## src/hw/rtl/mtmp_pkg.sv

```systemverilog
// ----------------------------------------------------------------------------
// mtmp_pkg
// Shared constants, types and controller commands for the modular
// matrix-transpose multiply block.
// ----------------------------------------------------------------------------
package mtmp_pkg;

  localparam int MAX_TERMS = 16;
  localparam int MAX_ROWS  = 16;

  localparam int TERM_W   = (MAX_TERMS > 1) ? $clog2(MAX_TERMS) : 1;
  localparam int ROW_W    = (MAX_ROWS > 1) ? $clog2(MAX_ROWS) : 1;
  // no more than 16 results per data row
  localparam int ROWS_LIM = (MAX_ROWS < 16) ? MAX_ROWS : 16;

  localparam int VAL_W  = 16;
  localparam int MOD_W  = 16;
  localparam int RIU_W  = 5;
  localparam int PROD_W = 2 * VAL_W;
  localparam int ACC_W  = 38;
  localparam int CNT_W  = $clog2(ACC_W + 1);

  localparam int DATA_W = 32;
  localparam int ADDR_W = 3;
  localparam int IN_TDATA_W  = 24;
  localparam int OUT_TDATA_W = 24;

  // register indexes, decoded from paddr[2]
  localparam logic REG_MODULUS = 1'b0;
  localparam logic REG_ROWS    = 1'b1;

  // input item kinds carried on tuser
  localparam logic ACT_LOAD = 1'b0;
  localparam logic ACT_DATA = 1'b1;

  typedef enum logic [2:0] {
    ST_IDLE,
    ST_MUL,
    ST_ACC,
    ST_DIV_START,
    ST_DIV_WAIT,
    ST_EMIT
  } mtmp_state_e;

  typedef struct packed {
    logic coef_wr;
    logic data_cap;
    logic mul;
    logic acc;
    logic row_clr;
    logic div_start;
    logic emit;
    logic acc_clr;
  } mtmp_cmd_t;

  typedef struct packed {
    logic row_end;
    logic div_done;
    logic out_busy;
    logic last_row;
  } mtmp_stat_t;

endpackage

```

## src/hw/rtl/mtmp_ctrl.sv

```systemverilog
// ----------------------------------------------------------------------------
// mtmp_ctrl
// Sequencer: coefficient loads, element multiply-accumulate, and per-row
// reduction and emission at the end of a data row.
// ----------------------------------------------------------------------------
module mtmp_ctrl (
  input  logic                  clk_i,
  input  logic                  rst_ni,
  input  logic                  in_valid_i,
  input  logic                  action_i,
  output logic                  in_ready_o,
  input  mtmp_pkg::mtmp_stat_t  stat_i,
  output mtmp_pkg::mtmp_cmd_t   cmd_o
);
  import mtmp_pkg::*;

  mtmp_state_e state_q, state_d;

  always_ff @(posedge clk_i or negedge rst_ni) begin
    if (!rst_ni) begin
      state_q <= ST_IDLE;
    end else begin
      state_q <= state_d;
    end
  end

  always_comb begin
    state_d    = state_q;
    cmd_o      = '0;
    in_ready_o = 1'b0;
    case (state_q)
      ST_IDLE: begin
        in_ready_o = 1'b1;
        if (in_valid_i) begin
          if (action_i == ACT_LOAD) begin
            cmd_o.coef_wr = 1'b1;
          end else begin
            cmd_o.data_cap = 1'b1;
            state_d        = ST_MUL;
          end
        end
      end
      ST_MUL: begin
        cmd_o.mul = 1'b1;
        state_d   = ST_ACC;
      end
      ST_ACC: begin
        cmd_o.acc = 1'b1;
        if (stat_i.row_end) begin
          cmd_o.row_clr = 1'b1;
          state_d       = ST_DIV_START;
        end else begin
          state_d = ST_IDLE;
        end
      end
      ST_DIV_START: begin
        cmd_o.div_start = 1'b1;
        state_d         = ST_DIV_WAIT;
      end
      ST_DIV_WAIT: begin
        if (stat_i.div_done) begin
          state_d = ST_EMIT;
        end
      end
      ST_EMIT: begin
        if (!stat_i.out_busy) begin
          cmd_o.emit = 1'b1;
          if (stat_i.last_row) begin
            cmd_o.acc_clr = 1'b1;
            state_d       = ST_IDLE;
          end else begin
            state_d = ST_DIV_START;
          end
        end
      end
      default: begin
        state_d = ST_IDLE;
      end
    endcase
  end

  a_emit_free: assert property (@(posedge clk_i) disable iff (!rst_ni)
    cmd_o.emit |-> !stat_i.out_busy)
    else $error("result loaded while output register still held");

  a_div_clears_done: assert property (@(posedge clk_i) disable iff (!rst_ni)
    cmd_o.div_start |=> !stat_i.div_done)
    else $error("reduction done flag not cleared on start");

  a_acc_after_mul: assert property (@(posedge clk_i) disable iff (!rst_ni)
    cmd_o.acc |-> $past(cmd_o.mul))
    else $error("accumulate without preceding multiply");

  a_clear_on_last: assert property (@(posedge clk_i) disable iff (!rst_ni)
    cmd_o.acc_clr |-> (cmd_o.emit && stat_i.last_row))
    else $error("accumulators cleared before final result");

endmodule

```

## config.mk

```make
export PLATFORM = sky130hd
export DESIGN_NAME = mtmp_ctrl
export DESIGN_NICKNAME = d
export VERILOG_FILES = /design/src/hw/rtl/mtmp_pkg.sv /design/src/hw/rtl/mtmp_ctrl.sv
export SDC_FILE = /design/constraint.sdc
export NUM_CORES = 1
export LEC_CHECK = 0
export BUFFER_PORTS_ARGS = -buffer_cell sky130_fd_sc_hd__buf_2
export CORE_AREA = 2 2 39 41
export DETAILED_ROUTE_END_ITERATION = 8
export DIE_AREA = 0 0 41 43
export HOLD_SLACK_MARGIN = 0.08
export PLACE_DENSITY = 0.5
export SLEW_MARGIN = 20
export SYNTH_ARGS = -nofsm -noshare
export SYNTH_HDL_FRONTEND = slang
export SYNTH_SLANG_ARGS = --single-unit
```

## constraint.sdc

```tcl
create_clock -name clk_i -period 2.2 [get_ports clk_i]
set_input_delay 0.11 -clock clk_i [delete_from_list [all_inputs] [get_ports clk_i]]
set_output_delay 0.11 -clock clk_i [all_outputs]
set_load 0.1 [all_outputs]
```

==> summary.md <==
| Metric | Value |
|---|---|
| Post-synthesis cell count | 28 |
| Flip-flop count of the largest register after layout | 3 |
| Number of register bits inferred by synthesis | 3 |
| Number of max-cap violations | 0 |
| Clock latency of the later-clocked register in the worst-skew pair | ~0.23 ns |
| Post-detail-place hpwl | 449.9 um |
| Number of setup violations in the final report | 0 |
| Maximum number of pins on one net before global-route repair | 11 |
| Area share of the leading cell type in the synthesized netlist | 0.3209 |
| Critical Path AT | 1.64 ns |
| Critical path class | flop to primary output |
| Root Buffer Master | clkbuf_4 |
| Required arrival time at the worst endpoint | 2.09 ns |
| Sum of overflow across all layers after global routing | 0 |
| Ranking of synthesized cells by area | dfrtp_1, and2_1, and3b_1, buf_2, mux2i_1 |
| Routed via count | 264 |
| Mapped Area | 234.0 um^2 |
| Clock buffer count from CTS | 3 |
| Summed area of non-filler cells in the final layout | approximately 370 um^2 |
| Cells after DPL | 58 |
| TritonCTS clock tree | done |
| Chip width | just over 40 um |
| Deepest clock path buffer count | 2 |
| Average routed wire per standard cell | 9.222 um |
| CTS H-tree lvls | 1 |
| Final worst slack | 0.4544 ns |
| Placeable core area | 1384 um^2 |
| Layout cells sized above 1 | 0.5106 |
| Area growth from synthesis to final layout | 59.89% |
| Setup crit start kind | flop |
| Y dimension of the die | 43 um |
| Achievable Freq | 572.9 MHz |
| Post-DP Area | ~340 um^2 |
| Post-synthesis share of cell area spent on full adders, half adders and majority gates | 0 |
| Number of non-filler instances in the completed layout | 63 |
| First-pass GRT wire length | 834 um |
| Area used by multi-input combinational logic | 158.9 um^2 |
| RePlAce Congestion | 0.7004 |
| Post-synth net total | 36 |
| Unrepaired setup endpoints after global routing | false |
| DR vias/cell | approximately 4.2 |
| Simple-gate portion of the synthesized area | 0.4064 |
| XOR/XNOR share of the synthesized area | 0 |
| Max_slew headroom | 0.6778 |
| Net count of the finished layout | 56 |
| Endpoints failing hold | 0 |
| Worst-case clock skew | 0.0001658 ns |
| Cell type contributing the most total cell area after synthesis | dfrtp_1 |
| Number of placement rows | 14 |
| Synthesized-area fraction occupied by ao, oa, aoi and oai cells | 0.1711 |
| Initial core utilization | 0.1691 |
| Vias in the first global route | 219 |
| Final routed DRC violation total | 0 |
| Worst Tran Pin Value | 0.4866 ns |
| Min Tclk post-route | 1.746 ns |
| Leading registers by flop count | state_q (3) |
| Type of element capturing the critical path | primary output |
| Total Negative Setup Slacks | 0 ns |
| Multiplexer share of the synthesized area | 0.04278 |
| Hold Crit Class | input pin to flop |
| Clock slew at the register clock pins of the worst setup and hold paths | 0.04 ns |
| Register ranked first by flip-flop count | state_q |
| Clock sink count | 3 |
| Yosys warning total | 0 |
| Post-detailed-routing wire length | 581 um |
| Fill cell total of the finished layout | 155 |
| Post-route fraction of the period consumed by the critical path | 0.7935 |
| Buffers added on ports | 16 |
| Iteration count of the initial detailed-routing pass | 4 |
| Post-synthesis average cell area | 8.356 um^2 |
| Diode count | 0 |
| Place WS | about 0.7 ns |
| Full die area | 1763 um^2 |
| Sequential area share after synthesis | 0.3209 |
| Resized Gates After CTS | 0 |
| Result of the run | complete, no violations |
| Post-route antenna net violation count | 0 |
| Distinct cell type count after synthesis | 20 |
| Critical-path maximum fanout | 9 |
| Overall global routing resource usage | 0.07754 |
| Number of design-rule violations left by the first detailed-router iteration | 1 |
| Max-slew violations | 0 |
| Combinational family with the most area after synthesis | simple AND/OR/NAND/NOR gates |
| Register cell area after layout | around 75 um^2 |
| Total I/O pin count | 17 |
| Initial antenna violation count | 0 |
==> per-layer routing <==
metal  global-route usage  share of wire  up-vias
li1                     -              -      135
met1              0.08117           0.41      115
met2              0.09688           0.45       14
met3              0.07853           0.13        0
met4              0.04000              0        0
met5                    0              0        -
==> worst max-delay path: stages, from the launching register on <==
cell     delay (ns)
dfrtp_1        0.49
nor2b_2        0.19
and3b_1        0.18
and2_2         0.13
buf_2          0.41
==> synth_stat cells (all sizes together) <==
cell type / count
nand2b: 1
o311ai: 1
and3: 1
nor3: 2
inv: 1
buf: 2
nand3: 1
nor2b: 1
o21ai: 2
nor2: 2
a21o: 1
and2: 4
mux2i: 1
nand2: 1
and3b: 2
o211ai: 1
dfrtp: 3
o22ai: 1
==> what timing repair did <==
item                      in CTS  in global routing
hold buffers                   1                  0
setup buffers                  0                  0
hold endpoints to repair       3                  0
==> placed cells by master, fill, tap and decap left out <==
cell type / count
nand3_1: 1
mux2i_1: 1
and2_2: 2
dfrtp_1: 3
nor2b_2: 1
o21ai_1: 1
and3_1: 1
o311ai_1: 1
and3b_1: 2
nor3_2: 1
a21o_1: 1
o211ai_1: 1
nand2_1: 1
clkbuf_1: 1
clkbuf_4: 3
dlygate4sd3_1: 1
nor2_1: 2
inv_1: 1
and2_1: 2
o21ai_0: 1
buf_2: 16
o22ai_1: 1
nand2b_1: 1
nor3_4: 1
==> path summary, 6_finish.rpt <==
path                       cells past startpoint        from         end  slack, ns
max in group asynchronous                      2      rst_ni  state_q[0]       1.89
hold / removal                                 3   stat_i[3]  state_q[0]       0.17
setup reg to reg                               3  state_q[2]  state_q[1]       1.06
min in group asynchronous                      2      rst_ni  state_q[2]       0.20
setup / recovery                               4  state_q[1]    cmd_o[0]       0.45
hold reg to reg                                1  state_q[0]  state_q[0]       0.64
==> through the flow <==
| stage | util | hold WS [ns] |
|---|---|---|
| floorplan | - | -0.1856 |
| global placement | 0.2441 | -0.09336 |
| detailed placement | 0.2441 | -0.09151 |
| CTS | 0.2703 | 0.1538 |
| global route | 0.2703 | 0.1832 |
| finish | 0.2703 | 0.1673 |
==> final cells by class <==
class,count,share of cell area
clock buffers,4,0.07023
repair buffers,17,0.2408
inverters,1,0.01003
flip-flops and latches,3,0.2007
well taps,16,0.05351
multi-input cells,22,0.4247
==> logic make-up (layout without fill, tap and decap cells) <==
group                  after synthesis  count (layout)
and+or+nand+nor                     15              15
buffers and inverters                3              22
AOI/OAI and AO/OA                    6               6
muxes                                1               1
DFF                                  3               3
Power is not shown: default switching activity piles up to over one toggle a cycle in this logic, so the estimate is an artifact.
